==> src/rtl/decimal_number_list_scanner_unit_macros.svh <==
// assertion macros used by the scanner rtl
`ifndef DECIMAL_NUMBER_LIST_SCANNER_UNIT_MACROS_SVH
`define DECIMAL_NUMBER_LIST_SCANNER_UNIT_MACROS_SVH

// same-cycle implication, sampled on clk, off during rst
`define DNLS_ASSERT_IMPLIES(lbl, ante, cons, msg) \
  lbl: assert property (@(posedge clk) disable iff (rst) (ante) |-> (cons)) \
    else $error(msg);

// next-cycle implication, sampled on clk, off during rst
`define DNLS_ASSERT_NEXT(lbl, ante, cons, msg) \
  lbl: assert property (@(posedge clk) disable iff (rst) (ante) |=> (cons)) \
    else $error(msg);

`endif

==> src/rtl/dnls_pkg.sv <==
// types and constants of the decimal number list scanner
package dnls_pkg;

  // default sizes
  localparam int MANTISSA_BITS_DEFAULT   = 64;
  localparam int FRAC_COUNT_BITS_DEFAULT = 8;
  localparam int FRAC_DIGITS_W           = 8;
  localparam int CHAR_W                  = 8;
  localparam int DIGIT_W                 = 4;

  // character codes
  localparam logic [CHAR_W-1:0] CHAR_ZERO  = 8'h30;
  localparam logic [CHAR_W-1:0] CHAR_NINE  = 8'h39;
  localparam logic [CHAR_W-1:0] CHAR_DOT   = 8'h2e;
  localparam logic [CHAR_W-1:0] CHAR_MINUS = 8'h2d;

  // decoded character
  typedef struct packed {
    logic               is_digit;
    logic               is_dot;
    logic               is_minus;
    logic [DIGIT_W-1:0] digit;
  } char_class_t;

endpackage

==> src/rtl/dnls_char_if.sv <==
// character item channel
interface dnls_char_if;
  import dnls_pkg::*;

  logic              valid;
  logic              ready;
  logic [CHAR_W-1:0] char_code;
  logic              end_of_text;

  modport source (output valid, output char_code, output end_of_text, input ready);
  modport sink   (input valid, input char_code, input end_of_text, output ready);
endinterface

==> src/rtl/dnls_result_if.sv <==
// result item channel
interface dnls_result_if #(
  parameter int MANTISSA_BITS = dnls_pkg::MANTISSA_BITS_DEFAULT
);
  import dnls_pkg::*;

  logic                     valid;
  logic                     ready;
  logic                     has_number;
  logic                     negative;
  logic [MANTISSA_BITS-1:0] mantissa;
  logic [FRAC_DIGITS_W-1:0] frac_digits;
  logic                     coordinate_y;
  logic                     string_done;

  modport source (output valid, output has_number, output negative, output mantissa,
                  output frac_digits, output coordinate_y, output string_done,
                  input ready);
  modport sink   (input valid, input has_number, input negative, input mantissa,
                  input frac_digits, input coordinate_y, input string_done,
                  output ready);
endinterface

==> src/rtl/decimal_number_list_scanner_unit.sv <==
// top level of the decimal number list scanner
//
//   channel     dir  handshake      payload
//   char_in     in   valid/ready    char_code[7:0], end_of_text
//   result_out  out  valid/ready    has_number, negative, mantissa, frac_digits,
//                                   coordinate_y, string_done
//
// one character item per cycle while results are taken; a result leaves
// through the input register, then the state update into the result register
// the per-character loop is the mantissa times-ten-plus-digit add in the core
// a stalled result holds the core and input register; char_in.ready drops
// only while the input register is full and the result is not taken
// rst is synchronous and returns the scanner to skipping with x next
module decimal_number_list_scanner_unit #(
  parameter int MANTISSA_BITS   = dnls_pkg::MANTISSA_BITS_DEFAULT,
  parameter int FRAC_COUNT_BITS = dnls_pkg::FRAC_COUNT_BITS_DEFAULT
) (
  input logic           clk,
  input logic           rst,
  dnls_char_if.sink     char_in,
  dnls_result_if.source result_out
);
  import dnls_pkg::*;

  logic              s1_valid;
  logic [CHAR_W-1:0] s1_char;
  logic              s1_eot;
  logic              advance;
  char_class_t       s1_cls;

  // input register takes an item when empty or moving on
  assign char_in.ready = !s1_valid || advance;

  always_ff @(posedge clk) begin
    if (rst) begin
      s1_valid <= 1'b0;
    end else if (char_in.ready) begin
      s1_valid <= char_in.valid;
    end
  end

  always_ff @(posedge clk) begin
    if (char_in.valid && char_in.ready) begin
      s1_char <= char_in.char_code;
      s1_eot  <= char_in.end_of_text;
    end
  end

  // decode the registered character
  dnls_classify u_classify (
    .char_code (s1_char),
    .cls       (s1_cls)
  );

  // scan state and result register
  dnls_scan_core #(
    .MANTISSA_BITS   (MANTISSA_BITS),
    .FRAC_COUNT_BITS (FRAC_COUNT_BITS)
  ) u_core (
    .clk        (clk),
    .rst        (rst),
    .item_valid (s1_valid),
    .cls        (s1_cls),
    .eot        (s1_eot),
    .advance    (advance),
    .result_out (result_out)
  );
endmodule

==> src/rtl/dnls_classify.sv <==
// character decoder: digit, point and minus detection
module dnls_classify (
  input  logic [dnls_pkg::CHAR_W-1:0] char_code,
  output dnls_pkg::char_class_t       cls
);
  import dnls_pkg::*;

  logic [CHAR_W-1:0] offset;

  // digit value is the low nibble of the offset from '0'
  assign offset = char_code - CHAR_ZERO;

  always_comb begin
    cls.is_digit = (char_code >= CHAR_ZERO) && (char_code <= CHAR_NINE);
    cls.is_dot   = (char_code == CHAR_DOT);
    cls.is_minus = (char_code == CHAR_MINUS);
    cls.digit    = offset[DIGIT_W-1:0];
  end
endmodule

==> src/rtl/dnls_scan_core.sv <==
// number scan state, digit accumulator and result register
module dnls_scan_core #(
  parameter int MANTISSA_BITS   = dnls_pkg::MANTISSA_BITS_DEFAULT,
  parameter int FRAC_COUNT_BITS = dnls_pkg::FRAC_COUNT_BITS_DEFAULT
) (
  input  logic                  clk,
  input  logic                  rst,
  input  logic                  item_valid,
  input  dnls_pkg::char_class_t cls,
  input  logic                  eot,
  output logic                  advance,
  dnls_result_if.source         result_out
);
  import dnls_pkg::*;

  localparam logic [FRAC_COUNT_BITS-1:0] FRAC_MAX = '1;

  // scan state
  logic                       in_number;
  logic                       sign_minus;
  logic                       dot_seen;
  logic [MANTISSA_BITS-1:0]   digit_accumulator;
  logic [FRAC_COUNT_BITS-1:0] fraction_count;
  logic                       value_parity;

  // state with this item folded in
  logic                       start_num;
  logic                       emit;
  logic                       produce;
  logic                       step;
  logic                       sign_upd;
  logic                       dot_upd;
  logic                       in_upd;
  logic [MANTISSA_BITS-1:0]   acc_x10;
  logic [MANTISSA_BITS-1:0]   acc_upd;
  logic [FRAC_COUNT_BITS-1:0] frac_upd;
  logic [FRAC_COUNT_BITS+FRAC_DIGITS_W-1:0] frac_wide;

  // pipeline moves when the result slot is free or being drained
  assign advance = !result_out.valid || result_out.ready;
  assign step    = item_valid && advance;

  // times ten plus digit as two shifted adds, wrapping at the mantissa width
  assign acc_x10 = (digit_accumulator << 3) + (digit_accumulator << 1)
                 + {{(MANTISSA_BITS-DIGIT_W){1'b0}}, cls.digit};

  // per-character update and end-of-number decision
  always_comb begin
    start_num = !in_number && (cls.is_digit || cls.is_dot || cls.is_minus);
    in_upd    = in_number || start_num;
    sign_upd  = sign_minus || (!in_number && cls.is_minus);
    dot_upd   = dot_seen || cls.is_dot;
    acc_upd   = cls.is_digit ? acc_x10 : digit_accumulator;
    frac_upd  = fraction_count;
    if (cls.is_digit && dot_seen && (fraction_count != FRAC_MAX)) begin
      frac_upd = fraction_count + 1'b1;
    end
    if (in_number) begin
      emit = !(cls.is_digit || cls.is_dot) || eot;
    end else begin
      emit = eot && start_num;
    end
    produce   = emit || eot;
    frac_wide = {{FRAC_DIGITS_W{1'b0}}, frac_upd};
  end

  // state and result register
  always_ff @(posedge clk) begin
    if (rst) begin
      in_number         <= 1'b0;
      sign_minus        <= 1'b0;
      dot_seen          <= 1'b0;
      digit_accumulator <= '0;
      fraction_count    <= '0;
      value_parity      <= 1'b0;
      result_out.valid  <= 1'b0;
    end else if (advance) begin
      result_out.valid <= step && produce;
      if (step) begin
        if (produce) begin
          in_number         <= 1'b0;
          sign_minus        <= 1'b0;
          dot_seen          <= 1'b0;
          digit_accumulator <= '0;
          fraction_count    <= '0;
          value_parity      <= eot ? 1'b0 : !value_parity;
        end else begin
          in_number         <= in_upd;
          sign_minus        <= sign_upd;
          dot_seen          <= dot_upd;
          digit_accumulator <= acc_upd;
          fraction_count    <= frac_upd;
        end
      end
    end
  end

  // result payload, loaded only with a new result
  always_ff @(posedge clk) begin
    if (step && produce) begin
      result_out.has_number   <= emit;
      result_out.negative     <= emit && sign_upd;
      result_out.mantissa     <= emit ? acc_upd : '0;
      result_out.frac_digits  <= emit ? frac_wide[FRAC_DIGITS_W-1:0] : '0;
      result_out.coordinate_y <= emit && value_parity;
      result_out.string_done  <= eot;
    end
  end

`include "decimal_number_list_scanner_unit_macros.svh"

  `DNLS_ASSERT_IMPLIES(a_empty_only_at_end, result_out.valid && !result_out.has_number, result_out.string_done, "result without number not at end of string")
  `DNLS_ASSERT_IMPLIES(a_empty_is_zero, result_out.valid && !result_out.has_number, !result_out.negative && (result_out.mantissa == '0) && (result_out.frac_digits == '0) && !result_out.coordinate_y, "result without number has nonzero fields")
  `DNLS_ASSERT_NEXT(a_end_clears, step && eot, !in_number && !value_parity && (digit_accumulator == '0), "state not cleared after end of string")
  `DNLS_ASSERT_IMPLIES(a_skip_is_clear, !in_number, (digit_accumulator == '0) && (fraction_count == '0) && !dot_seen && !sign_minus, "number state left over while skipping")
  `DNLS_ASSERT_IMPLIES(a_frac_needs_dot, fraction_count != '0, dot_seen, "fraction digits counted without point")

endmodule

==> src/flat_wrapper.sv <==
// flat-port wrapper written by rule: the top's interface ports become plain ports
module decimal_number_list_scanner_unit_flat import dnls_pkg::*;
#(
  parameter int MANTISSA_BITS   = dnls_pkg::MANTISSA_BITS_DEFAULT,
  parameter int FRAC_COUNT_BITS = dnls_pkg::FRAC_COUNT_BITS_DEFAULT
)
  (clk, rst, char_in_valid, char_in_char_code, char_in_end_of_text, char_in_ready, result_out_valid, result_out_has_number, result_out_negative, result_out_mantissa, result_out_frac_digits, result_out_coordinate_y, result_out_string_done, result_out_ready);
  dnls_char_if char_in_i ();
  dnls_result_if #(.MANTISSA_BITS(MANTISSA_BITS)) result_out_i ();
  input logic clk;
  input logic rst;
  input wire logic [$bits(char_in_i.valid)-1:0] char_in_valid;
  input wire logic [$bits(char_in_i.char_code)-1:0] char_in_char_code;
  input wire logic [$bits(char_in_i.end_of_text)-1:0] char_in_end_of_text;
  output wire logic [$bits(char_in_i.ready)-1:0] char_in_ready;
  output wire logic [$bits(result_out_i.valid)-1:0] result_out_valid;
  output wire logic [$bits(result_out_i.has_number)-1:0] result_out_has_number;
  output wire logic [$bits(result_out_i.negative)-1:0] result_out_negative;
  output wire logic [$bits(result_out_i.mantissa)-1:0] result_out_mantissa;
  output wire logic [$bits(result_out_i.frac_digits)-1:0] result_out_frac_digits;
  output wire logic [$bits(result_out_i.coordinate_y)-1:0] result_out_coordinate_y;
  output wire logic [$bits(result_out_i.string_done)-1:0] result_out_string_done;
  input wire logic [$bits(result_out_i.ready)-1:0] result_out_ready;
  assign char_in_i.valid = char_in_valid;
  assign char_in_i.char_code = char_in_char_code;
  assign char_in_i.end_of_text = char_in_end_of_text;
  assign char_in_ready = char_in_i.ready;
  assign result_out_valid = result_out_i.valid;
  assign result_out_has_number = result_out_i.has_number;
  assign result_out_negative = result_out_i.negative;
  assign result_out_mantissa = result_out_i.mantissa;
  assign result_out_frac_digits = result_out_i.frac_digits;
  assign result_out_coordinate_y = result_out_i.coordinate_y;
  assign result_out_string_done = result_out_i.string_done;
  assign result_out_i.ready = result_out_ready;
  decimal_number_list_scanner_unit #(.MANTISSA_BITS(MANTISSA_BITS), .FRAC_COUNT_BITS(FRAC_COUNT_BITS)) u_core (.clk(clk), .rst(rst), .char_in(char_in_i), .result_out(result_out_i));
endmodule
==> config.mk <==
export PLATFORM = sky130hd
export DESIGN_NAME = decimal_number_list_scanner_unit_flat
export DESIGN_NICKNAME = d
export VERILOG_FILES = /design/src/rtl/dnls_pkg.sv /design/src/rtl/dnls_char_if.sv /design/src/rtl/dnls_result_if.sv /design/src/rtl/decimal_number_list_scanner_unit.sv /design/src/rtl/dnls_classify.sv /design/src/rtl/dnls_scan_core.sv /design/src/flat_wrapper.sv
export VERILOG_INCLUDE_DIRS = /design/src /design/src/rtl
export SDC_FILE = /design/constraint.sdc
export NUM_CORES = 1
export LEC_CHECK = 0
export ABC_AREA = 1
export BUFFER_PORTS_ARGS = -buffer_cell sky130_fd_sc_hd__buf_2
export CORE_MARGIN = 8
export CORE_UTILIZATION = 35
export DETAILED_ROUTE_END_ITERATION = 12
export SLEW_MARGIN = 25
export SYNTH_ARGS = -nofsm -noshare
export SYNTH_HDL_FRONTEND = slang
export SYNTH_SLANG_ARGS = --single-unit
==> constraint.sdc <==
create_clock -name clk -period 3.25 [get_ports clk]
set_input_delay 0 -clock clk [delete_from_list [all_inputs] [get_ports clk]]
set_output_delay 0 -clock clk [all_outputs]
set_load 0.01 [all_outputs]
==> metrics, run 1 <==
share of the clock period used by the worst path between 90% and 100%; arrival time reported for the critical path endpoint roughly 3.2 ns; detailed-router iteration count before antenna repair 5; final sum of negative setup slack 0 ns; Max Fanout on Critical Path 4; share of Yosys cell area claimed by the top area cell type 21.0%; number of vias in the routed layout approximately 13000; clock-pin transition on the worst setup and hold timing paths roughly 0.07 ns; area overhead of the layout relative to synthesis 13.8%; gr usage total between 10% and 20%; total inserted antenna cells 0; startpoint types flip-flop; detail-routed net length per standard cell between 15 and 20 um; number of buffers inserted by port buffering 90; non-filler instance count after layout 2643; HPWL reported at the end of detailed placement 33600 um; number of CTS-inserted buffers 17; Die ar. 43900 sq um; most numerous cell in the Yosys netlist sky130_fd_sc_hd__nand2_1; Worst Tran Pin Value 0.874 ns; instance count of the mapped netlist 2056; synthesized flop and latch total between 150 and 200; maximum clock frequency approximately 330 MHz; top cell types by occurrence after synthesis sky130_fd_sc_hd__nand2_1, sky130_fd_sc_hd__inv_1, sky130_fd_sc_hd__nor2_1, sky130_fd_sc_hd__a21oi_1, sky130_fd_sc_hd__nand3_1; Register-to-Register Setup Slack around 0.22 ns; number of maximum-capacitance violations 0; Crit path required time ~3.5 ns; Clk Latency, worst-skew pair around 0.47 ns; number of distinct library cell variants in the gate-level netlist after synthesis 33; worst hold path startpoint rst; share of synthesized area occupied by flip-flops and latches between 30% and 40%; critical path endpoint category flip-flop; fillcell total just over 4000; worst r2r path cells 15; antenna violation net count after detailed routing 0; CORE AREA 37300 sq um; DP Cell Count 2598; mapped cell area about 13000 sq um; PnR Total Power between 4000 and 5000 uW; cells taking the most area after synthesis sky130_fd_sc_hd__nand2_1, sky130_fd_sc_hd__edfxtp_1, sky130_fd_sc_hd__dfxtp_1, sky130_fd_sc_hd__ha_1, sky130_fd_sc_hd__inv_1; ys flop type sky130_fd_sc_hd__edfxtp_1; number of enable flip-flop cells after synthesis 85; Post-CTS Setup Inserts 0; Avg Vias per Cell between 4 and 5; Post-synth ARST share 0%; Top Ports 91; Fin. Hold Viols 0; nets about 2300; cell depth of the worst min-delay path 2; GRT Residual Overflow 0; final core utilization ~40%; Final Wtd Congestion around 0.97; hold endpoint u_core.u_core.digit_accumulator[0]; final routed DRC violation total 0; Relative slew margins 41.7%; final routed wirelength across all metal layers between 40000 and 50000 um; library cell occupying the most area in the post-synthesis netlist sky130_fd_sc_hd__nand2_1; post-synthesis area per instance between 6 and 7 sq um; fraction of layout instances using a drive strength above 1 about 9.0%; TritonCTS clock tree done; largest clock skew in the final design around 0.015 ns; Bufs on Longest Clock Path 2; number of antenna violations at the first check in global routing 0; count of warnings emitted by yosys 0; Die Y-Extent between 200 and 250 um; initial core utilization 35.1%; clock sink count around 160; library cell used as clock root buffer sky130_fd_sc_hd__clkbuf_16; Core Rows 71; RSZ-0062 raised after global routing false; maximum number of pins on one net before global-route repair 86; number of max-slew violations in the final report 0; class of the most critical setup path reg -> reg; largest voltage drop on the vdd net between 300 and 400 uV; H-tree depth 4; detailed router's first-iteration violation count 830; power density over the cells 299 nW/um^2; number of setup violations in the final report 0; width of the chip 210 um; clock period minus worst slack 3.03 ns; status complete, no violations; static leakage between 0.007 and 0.008 uW; wire length of the first global-routing pass around 70000 um; synthesized netlist net count 2194; kind of path behind the tightest hold check in -> reg; Worst R2R Start u_core.u_core.digit_accumulator[0]; number of global-route vias before repair about 12000; minimum hold slack between 0.1 and 0.15 ns; worst flop-to-flop path endpoint u_core.u_core.result_out.mantissa[27]
==> cells by family after synthesis <==
group           count (synthesis)  share of synthesized area, %
compound gates                199                          8.12
xor+xnor                       13                         0.869
fa+ha+maj                     125                          12.0
buf+inv                       403                          11.6
flops                         163                          31.4
mux                             1                        0.0764
simple gates                 1152                          35.9
==> how the worst max path moves through the flow <==
stage | startpoint | to | slack [ns] | depth (start not counted)
6_report | u_core.u_core.digit_accumulator[0] | u_core.u_core.result_out.mantissa[27] | 0.22 | 15
4_1_cts | u_core.u_core.digit_accumulator[0] | u_core.u_core.digit_accumulator[23] | 0.04 | 18
2_1_floorplan | u_core.s1_char[1] | u_core.u_core.sign_minus | 0.34 | 9
5_1_grt | u_core.u_core.digit_accumulator[0] | u_core.u_core.result_out.mantissa[44] | 0.009 | 13
3_5_place_dp | u_core.u_core.digit_accumulator[0] | u_core.u_core.result_out.mantissa[42] | 0.06 | 16
3_3_place_gp | u_core.u_core.digit_accumulator[0] | u_core.u_core.digit_accumulator[22] | 0.12 | 15
==> flip-flops by register name, indices dropped and copies added (netlist names), 8 cells and up <==
register and count:
u_core.s1_char 8, u_core.u_core.result_out.frac_digits 8, u_core.u_core.digit_accumulator 64, u_core.u_core.result_out.mantissa 64
u_core.u_core.fraction_count 8
==> critical path, stage by stage, from the launching register on <==
cell	delay [ns]
sky130_fd_sc_hd__dfxtp_2	0.35
sky130_fd_sc_hd__inv_1	0.06
sky130_fd_sc_hd__fa_1	0.59
sky130_fd_sc_hd__inv_1	0.06
sky130_fd_sc_hd__ha_1	0.30
sky130_fd_sc_hd__nand2_1	0.07
sky130_fd_sc_hd__nor2_1	0.04
sky130_fd_sc_hd__nand3_1	0.08
sky130_fd_sc_hd__nand3b_1	0.21
sky130_fd_sc_hd__nand2_1	0.12
sky130_fd_sc_hd__nand2_1	0.25
sky130_fd_sc_hd__or2_2	0.36
sky130_fd_sc_hd__nand2_1	0.06
sky130_fd_sc_hd__o21ai_0	0.09
sky130_fd_sc_hd__inv_1	0.07
sky130_fd_sc_hd__nor2_1	0.03
==> metrics by stage <==
stage | worst slack (ns) | instance area [sq um]
CTS | 0.0405 | 14900
global route | 0.00855 | 14900
detailed placement | 0.0604 | 14200
finish | 0.221 | 14900
floorplan | 0.341 | 13100
global placement | 0.120 | 14200
==> per-layer routing <==
layer | vias to the layer above | wire length, um | GRT usage, %
li1 | 6636 | - | -
met5 | - | 0 | 0
met2 | 240 | 19300 | 32.5
met3 | 56 | 1900 | 3.09
met1 | 5762 | 20600 | 26.1
met4 | 0 | 1200 | 7.27
==> where the power goes <==
| part | internal [uW] | switching, uW |
|---|---|---|
| sequential | 2180 | 11.4 |
| combinational | 65.7 | 149 |
| clock | 1080 | 975 |
==> area by class of cell <==
type / count / area [sq um] / share of cell area (%)
flip-flops and latches: 163 / 4120 / 27.6
clock inverters: 14 / 144 / 0.965
clock buffers: 18 / 429 / 2.88
well taps: 474 / 593 / 3.98
inverters: 360 / 1350 / 9.07
repair buffers: 124 / 763 / 5.12
multi-input cells: 1490 / 7510 / 50.4
==> layout by cell type (no fill, tap or decap), types with 13 or more instances in the layout <==
master / Yosys / layout
sky130_fd_sc_hd__a21oi_1: 135 / 135
sky130_fd_sc_hd__buf_2: 10 / 90
sky130_fd_sc_hd__buf_4: 0 / 19
sky130_fd_sc_hd__clkbuf_16: 0 / 17
sky130_fd_sc_hd__dfxtp_1: 78 / 76
sky130_fd_sc_hd__dlygate4sd3_1: 0 / 13
sky130_fd_sc_hd__edfxtp_1: 85 / 85
sky130_fd_sc_hd__ha_1: 123 / 123
sky130_fd_sc_hd__inv_1: 357 / 356
sky130_fd_sc_hd__nand2_1: 732 / 727
sky130_fd_sc_hd__nand3_1: 129 / 124
sky130_fd_sc_hd__nand4_1: 15 / 15
sky130_fd_sc_hd__nor2_1: 203 / 202
sky130_fd_sc_hd__nor3_1: 18 / 18
sky130_fd_sc_hd__o21ai_0: 37 / 36
sky130_fd_sc_hd__or2_2: 34 / 34
==> what timing repair did <==
| action | in CTS | in global routing |
|---|---|---|
| gates resized for setup | 0 | 14 |
| endpoints found under the setup margin | 0 | 44 |
| endpoints found under the hold margin | 11 | 0 |
| hold buffers | 13 | 0 |
No activity file was read; power rests on OpenSTA's default activity.
==> run 2: changes to the inputs <==
--- a/config.mk
+++ b/config.mk
@@ -11,6 +11,8 @@
 export CORE_MARGIN = 8
 export CORE_UTILIZATION = 35
 export DETAILED_ROUTE_END_ITERATION = 12
+export GPL_TIMING_DRIVEN = 0
+export PLACE_DENSITY = 0.55
 export SLEW_MARGIN = 25
 export SYNTH_ARGS = -nofsm -noshare
 export SYNTH_HDL_FRONTEND = slang
==> constraint.sdc (replaced) <==
create_clock -name clk -period 3 [get_ports clk]
set_input_delay 0 -clock clk [delete_from_list [all_inputs] [get_ports clk]]
set_output_delay 0 -clock clk [all_outputs]
set_load 0.01 [all_outputs]
==> run 2 against run 1 <==
Effect of this change: first-iteration DRC count rose by 7.0%; clock power grew 9.8%; power is 9.7% higher; final cell count grew 1.3%; worst hold slack gained 0.12 ns; final area rose by 2.8%; die area unchanged; fmax grew 3.8%; critical path type unchanged; via count rose by 1.9%; register-to-register slack lost 0.14 ns; sequential cell count unchanged; critical endpoint is now u_core.u_core.result_out.mantissa[48]; count of clock-buffer cells in the layout unchanged.
==> metrics, run 2 (synthesis gave the netlist of run 1 again) <==
critical path endpoint category flip-flop; number of antenna violations at the first check in global routing 1; kind of path behind the tightest hold check in -> reg; clock sink count about 160; maximum clock frequency between 300 and 400 MHz; class of the most critical setup path reg -> reg; Worst Tran Pin Value around 1.1 ns; worst hold path startpoint char_in_char_code[1]; number of vias in the routed layout ~13000; wire length of the first global-routing pass about 70000 um; final core utilization between 40 and 50%; arrival time reported for the critical path endpoint between 3 and 4 ns; Gate power share approximately 5.4%; HPWL reported at the end of detailed placement roughly 36000 um; Net Sw Frac around a quarter; antenna violation net count after detailed routing 0; gr usage total between 20% and 30%; startpoint types flip-flop; number of max-slew violations in the final report 0; internal power of the cells 3670 uW; width of the chip ~210 um; number of CTS-inserted buffers 17; H-tree depth 4; clock period minus worst slack approximately 2.9 ns; detailed router's first-iteration violation count about 890; area overhead of the layout relative to synthesis 16.9%; Clk Latency, worst-skew pair roughly 0.46 ns; PnR Total Power 4890 uW; P_sw 1220 uW; biggest registers after layout u_core.u_core.digit_accumulator x64, u_core.u_core.result_out.mantissa x64; number of maximum-capacitance violations 0; Worst R2R Start u_core.s1_char[2]; static leakage 0.00783 uW; Final Wtd Congestion around 0.94; clock-pin transition on the worst setup and hold timing paths roughly 0.070 ns; number of buffers inserted by port buffering 90; sequential cell fraction of total power 48.5%; Top Ports 91; library cell used as clock root buffer sky130_fd_sc_hd__clkbuf_16; Crit path required time around 3.2 ns; Die ar. approximately 44000 sq um; number of global-route vias before repair around 13000; maximum number of pins on one net before global-route repair a little over 40; GRT Residual Overflow 0; initial core utilization approximately a third; Fin. Hold Viols 0; final sum of negative setup slack 0 ns; Core Rows 71; Die Y-Extent roughly 210 um; detail-routed net length per standard cell approximately 17 um; source of the critical timing path u_core.s1_char[2]; status complete, no violations; clock network power share between 40% and 50%; number of setup violations in the final report 0; commonest cells after routing, fill and taps aside sky130_fd_sc_hd__nand2_1, sky130_fd_sc_hd__inv_1, sky130_fd_sc_hd__nor2_1; Relative slew margins between 20 and 30%; TritonCTS clock tree done; share of the clock period used by the worst path a little over nine tenths; fraction of layout instances using a drive strength above 1 11.7%; largest voltage drop on the vdd net just over 400 uV; Avg Vias per Cell slightly below 5; largest clock skew in the final design about 0.014 ns; final routed DRC violation total 0; CORE AREA about 37000 sq um; leading cell type in the layout, fill and taps excluded sky130_fd_sc_hd__nand2_1; nets between 2000 and 2500; final routed wirelength across all metal layers 45400 um; Bufs on Longest Clock Path 2; power density over the cells around 320 nW/um^2; Max Fanout on Critical Path 5; detailed-router iteration count before antenna repair 6
-- run 2: timing repair --
item	CTS	global route
hold endpoints to repair	14	0
hold buffers	14	0
pin swaps	3	17
gates resized for setup	30	68
setup buffers	2	7
cloned	0	0
setup endpoints to repair	65	79
-- run 2: final timing paths --
check                                                        endpoint  slack, ns  cells after the start
worst min register to register               u_core.u_core.sign_minus       0.46                      2
worst max register to register  u_core.u_core.result_out.mantissa[48]       0.08                     16
worst max-delay path            u_core.u_core.result_out.mantissa[48]       0.08                     16
worst min-delay path                                u_core.s1_char[1]       0.24                      2
-- run 2: layer usage --
layer  GRT usage (%)  vias to the layer above  routed length [um]
met5               0                        -                   0
met4            6.15                        0                 875
met3            3.16                       47                1930
met2            34.3                      255               20700
met1            27.5                     5932               22000
li1                -                     6707                   -
-- run 2: worst max-delay path: stages (launching register included) --
cell and delay (ns):
sky130_fd_sc_hd__edfxtp_1 0.43, sky130_fd_sc_hd__ha_1 0.31, sky130_fd_sc_hd__ha_2 0.20, sky130_fd_sc_hd__inv_1 0.07, sky130_fd_sc_hd__fa_2 0.42, sky130_fd_sc_hd__inv_2 0.09
sky130_fd_sc_hd__nand3_2 0.08, sky130_fd_sc_hd__nand3_4 0.12, sky130_fd_sc_hd__nand2_2 0.08, sky130_fd_sc_hd__nand2_2 0.12, sky130_fd_sc_hd__nand2_1 0.12, sky130_fd_sc_hd__nand2_2 0.10
sky130_fd_sc_hd__nand2_1 0.11, sky130_fd_sc_hd__nand4_1 0.13, sky130_fd_sc_hd__nand3_2 0.13, sky130_fd_sc_hd__nand2_1 0.10, sky130_fd_sc_hd__nor2_1 0.04
-- run 2: layout make-up --
cell class,count,area (sq um)
Inverter,360,1350
Clock buffer,18,429
Sequential cell,163,4120
Fill cell,4052,22000
Multi-Input combinational cell,1490,7820
Buffer,43,176
Clock inverter,14,154
Timing Repair Buffer,114,678
Tap cell,474,593
Antenna cell,1,2.50
-- run 2: metrics by stage --
stage          instance area, sq um  setup WS, ns  hold slack (ns)  std cells
6_report                      15300        0.0822            0.245       2677
3_5_place_dp                  14200        -0.428            0.178       2621
4_1_cts                       15000       0.00142            0.217       2669
5_1_grt                       15300       -0.0323            0.238       2676
3_3_place_gp                  14200        -0.960            0.176       2620
2_1_floorplan                 13100        0.0907           0.0989       2056
-- run 2: power groups by stage --
stage / Clock [uW] / Sequential (uW) / Combinational, uW
finish: 2250 / 2370 / 264
global route: 2370 / 2370 / 290
CTS: 2310 / 2370 / 263
detailed placement: 0 / 2420 / 246
global placement: 0 / 2430 / 241
floorplan: 0 / 2430 / 132
==> run 3: changes to the inputs <==
--- a/config.mk
+++ b/config.mk
@@ -9,10 +9,10 @@
 export ABC_AREA = 1
 export BUFFER_PORTS_ARGS = -buffer_cell sky130_fd_sc_hd__buf_2
 export CORE_MARGIN = 8
-export CORE_UTILIZATION = 35
+export CORE_UTILIZATION = 40
 export DETAILED_ROUTE_END_ITERATION = 12
 export GPL_TIMING_DRIVEN = 0
-export PLACE_DENSITY = 0.55
+export PLACE_DENSITY = 0.61
 export SLEW_MARGIN = 25
 export SYNTH_ARGS = -nofsm -noshare
 export SYNTH_HDL_FRONTEND = slang
==> run 3 against run 2 <==
Effect of this change: critical path type unchanged; worst hold slack got worse by 0.0037 ns; combinational power barely moved; setup slack got worse by 0.0087 ns; critical endpoint is now u_core.u_core.result_out.mantissa[46]; register-to-register slack barely moved; wire length fell by 3.4%; final area fell by 0.80%; critical path depth did not move.
==> metrics, run 3 (synthesis gave the netlist of run 1 again) <==
initial core utilization approximately two fifths; final sum of negative setup slack 0 ns; RSZ-0062 raised after global routing true; GRT Residual Overflow 0; number of maximum-capacitance violations 0; power density over the cells approximately 320 nW/um^2; post-route cell area 15200 sq um; final core utilization a little under half; number of max-slew violations in the final report 0; Bufs on Longest Clock Path 2; number of global-route vias before repair 12400; hold endpoint u_core.s1_char[7]; number of CTS-inserted buffers 17; final routed wirelength across all metal layers between 40000 and 50000 um; nets ~2300; Worst R2R Start u_core.s1_char[2]; Fin. Hold Viols 0; detailed-router iteration count before antenna repair 7; detail-routed net length per standard cell 16.6 um; Max Fanout on Critical Path 5; worst hold path startpoint char_in_char_code[7]; Relative slew margins 25.5%; wire length of the first global-routing pass a little under 70000 um; critical-path cell with the highest stage delay sky130_fd_sc_hd__edfxtp_1; final setup slack of the worst path around 0.073 ns; Post-Place Cell Area about 14000 sq um; Final Wtd Congestion approximately 0.94; final routed DRC violation total 0; cell depth of the worst min-delay path 2; number of antenna violations at the first check in global routing 1; commonest cells after routing, fill and taps aside sky130_fd_sc_hd__nand2_1, sky130_fd_sc_hd__inv_1, sky130_fd_sc_hd__nor2_1; DP Cell Count ~2600; biggest registers after layout u_core.u_core.digit_accumulator x64, u_core.u_core.result_out.mantissa x64; stage delay of the slowest cell on the critical path 0.42 ns; detailed router's first-iteration violation count between 800 and 900; kind of path behind the tightest hold check in -> reg; Register-to-Register Setup Slack 0.07 ns; Worst Tran Pin Value between 1 and 1.5 ns; H-tree depth 4; Top Ports 91; clock-pin transition on the worst setup and hold timing paths around 0.070 ns; gr usage total ~23%; number of buffers inserted by port buffering 90; Die ar. ~39000 sq um; Die Y-Extent ~200 um; fraction of layout instances using a drive strength above 1 between 10% and 20%; area overhead of the layout relative to synthesis 16.0%; Setup Slack @ Placement -0.420 ns; HPWL reported at the end of detailed placement ~35000 um; Core Rows 66; critical path endpoint category flip-flop; Clk Latency, worst-skew pair about 0.46 ns; fillcell total around 3500; worst flop-to-flop path endpoint u_core.u_core.result_out.mantissa[46]; CP cell instances ha_1 > ha_2 > inv_1 > fa_2 > inv_2 > nand3_2 > nand3_4 > nand3_1 > nand3_2 > nand2_2 > nand2_2 > nand2_1 > nand3_1 > nand3_1 > nand2_2 > nor2_1; status complete, no violations; non-filler instance count after layout 2648; largest voltage drop on the vdd net ~420 uV; antenna violation net count after detailed routing 0; Crit path required time between 3 and 4 ns; CORE AREA roughly 32000 sq um; share of the clock period used by the worst path 97.6%; startpoint types flip-flop; clock sink count 163; width of the chip between 150 and 200 um; arrival time reported for the critical path endpoint 3.12 ns; clock period minus worst slack approximately 3 ns; leading cell type in the layout, fill and taps excluded sky130_fd_sc_hd__nand2_1; Avg Vias per Cell 4.87; class of the most critical setup path reg -> reg; maximum number of pins on one net before global-route repair between 40 and 50; static leakage 0.00782 uW; maximum clock frequency approximately 340 MHz; number of setup violations in the final report 0; number of vias in the routed layout between 10000 and 15000; library cell used as clock root buffer sky130_fd_sc_hd__clkbuf_16; largest clock skew in the final design 0.0137 ns; TritonCTS clock tree done; worst r2r path cells 16
-- run 3: cell types whose count changed in the layout (fill, tap and decap cells not counted), moves of 3 or more --
| cell | change |
|---|---|
| sky130_fd_sc_hd__ha_1 | +3 |
| sky130_fd_sc_hd__clkinv_4 | +3 |
| sky130_fd_sc_hd__nand2_2 | +3 |
| sky130_fd_sc_hd__nand2_4 | -3 |
| sky130_fd_sc_hd__buf_4 | +5 |
| sky130_fd_sc_hd__o21ai_0 | +3 |
| sky130_fd_sc_hd__clkinv_1 | +3 |
| sky130_fd_sc_hd__o21ai_1 | -3 |
| sky130_fd_sc_hd__nand3_2 | -5 |
| sky130_fd_sc_hd__nand3_1 | +6 |
-- run 3: power by group --
| part | internal (uW) | switching [uW] |
|---|---|---|
| registers | 2360 | 12.0 |
| clock network | 1220 | 974 |
| logic | 74.6 | 187 |
-- run 3: final cells by class --
class,instances,area [sq um],area share [%]
well taps,442,553,3.64
clock inverters,13,135,0.889
plain buffers,43,175,1.15
diodes,1,2.50,0.0165
inverters,360,1350,8.91
multi-input cells,1490,7730,50.9
flip-flops and latches,163,4120,27.1
repair buffers,117,696,4.58
clock buffers,19,433,2.85
-- run 3: worst max-delay path: cells and delay by family (launching register included) --
kind / cells / cell delay (ns)
AND/OR/NAND/NOR: 11 / 1.16
flip-flops: 1 / 0.42
adder cells (fa/ha/maj): 3 / 0.91
buffers and inverters: 2 / 0.15
-- run 3: worst max-delay path by stage --
stage,startpoint,endpoint,cells after the start
floorplan,u_core.s1_char[1],u_core.u_core.sign_minus,9
global placement,u_core.s1_char[1],u_core.u_core.sign_minus,9
detailed placement,u_core.s1_char[3],u_core.u_core.result_out.mantissa[58],15
CTS,u_core.s1_char[3],u_core.u_core.result_out.mantissa[55],16
global route,u_core.s1_char[2],u_core.u_core.result_out.mantissa[58],16
finish,u_core.s1_char[2],u_core.u_core.result_out.mantissa[46],16
-- run 3: through the flow --
step,total power [uW],hold slack [ns]
finish,4830,0.241
global route,4960,0.231
CTS,4870,0.223
floorplan,2560,0.0989
detailed placement,2660,0.178
global placement,2660,0.176
-- run 3: what timing repair did --
action | 4_1_cts | 5_1_grt
setup endpoints to repair | 61 | 68
cloned | 0 | 0
pin swaps | 5 | 19
resized for setup | 34 | 45
hold buffers | 12 | 0
setup buffers | 5 | 9
hold endpoints to repair | 14 | 0
-- run 3: layer usage --
| metal | up-vias | routed length [um] | GRT usage (%) |
|---|---|---|---|
| li1 | 6711 | - | - |
| met1 | 5840 | 20700 | 29.6 |
| met2 | 288 | 19400 | 37.2 |
| met3 | 63 | 2390 | 4.17 |
| met4 | 0 | 1340 | 8.02 |
| met5 | - | 0 | 0 |
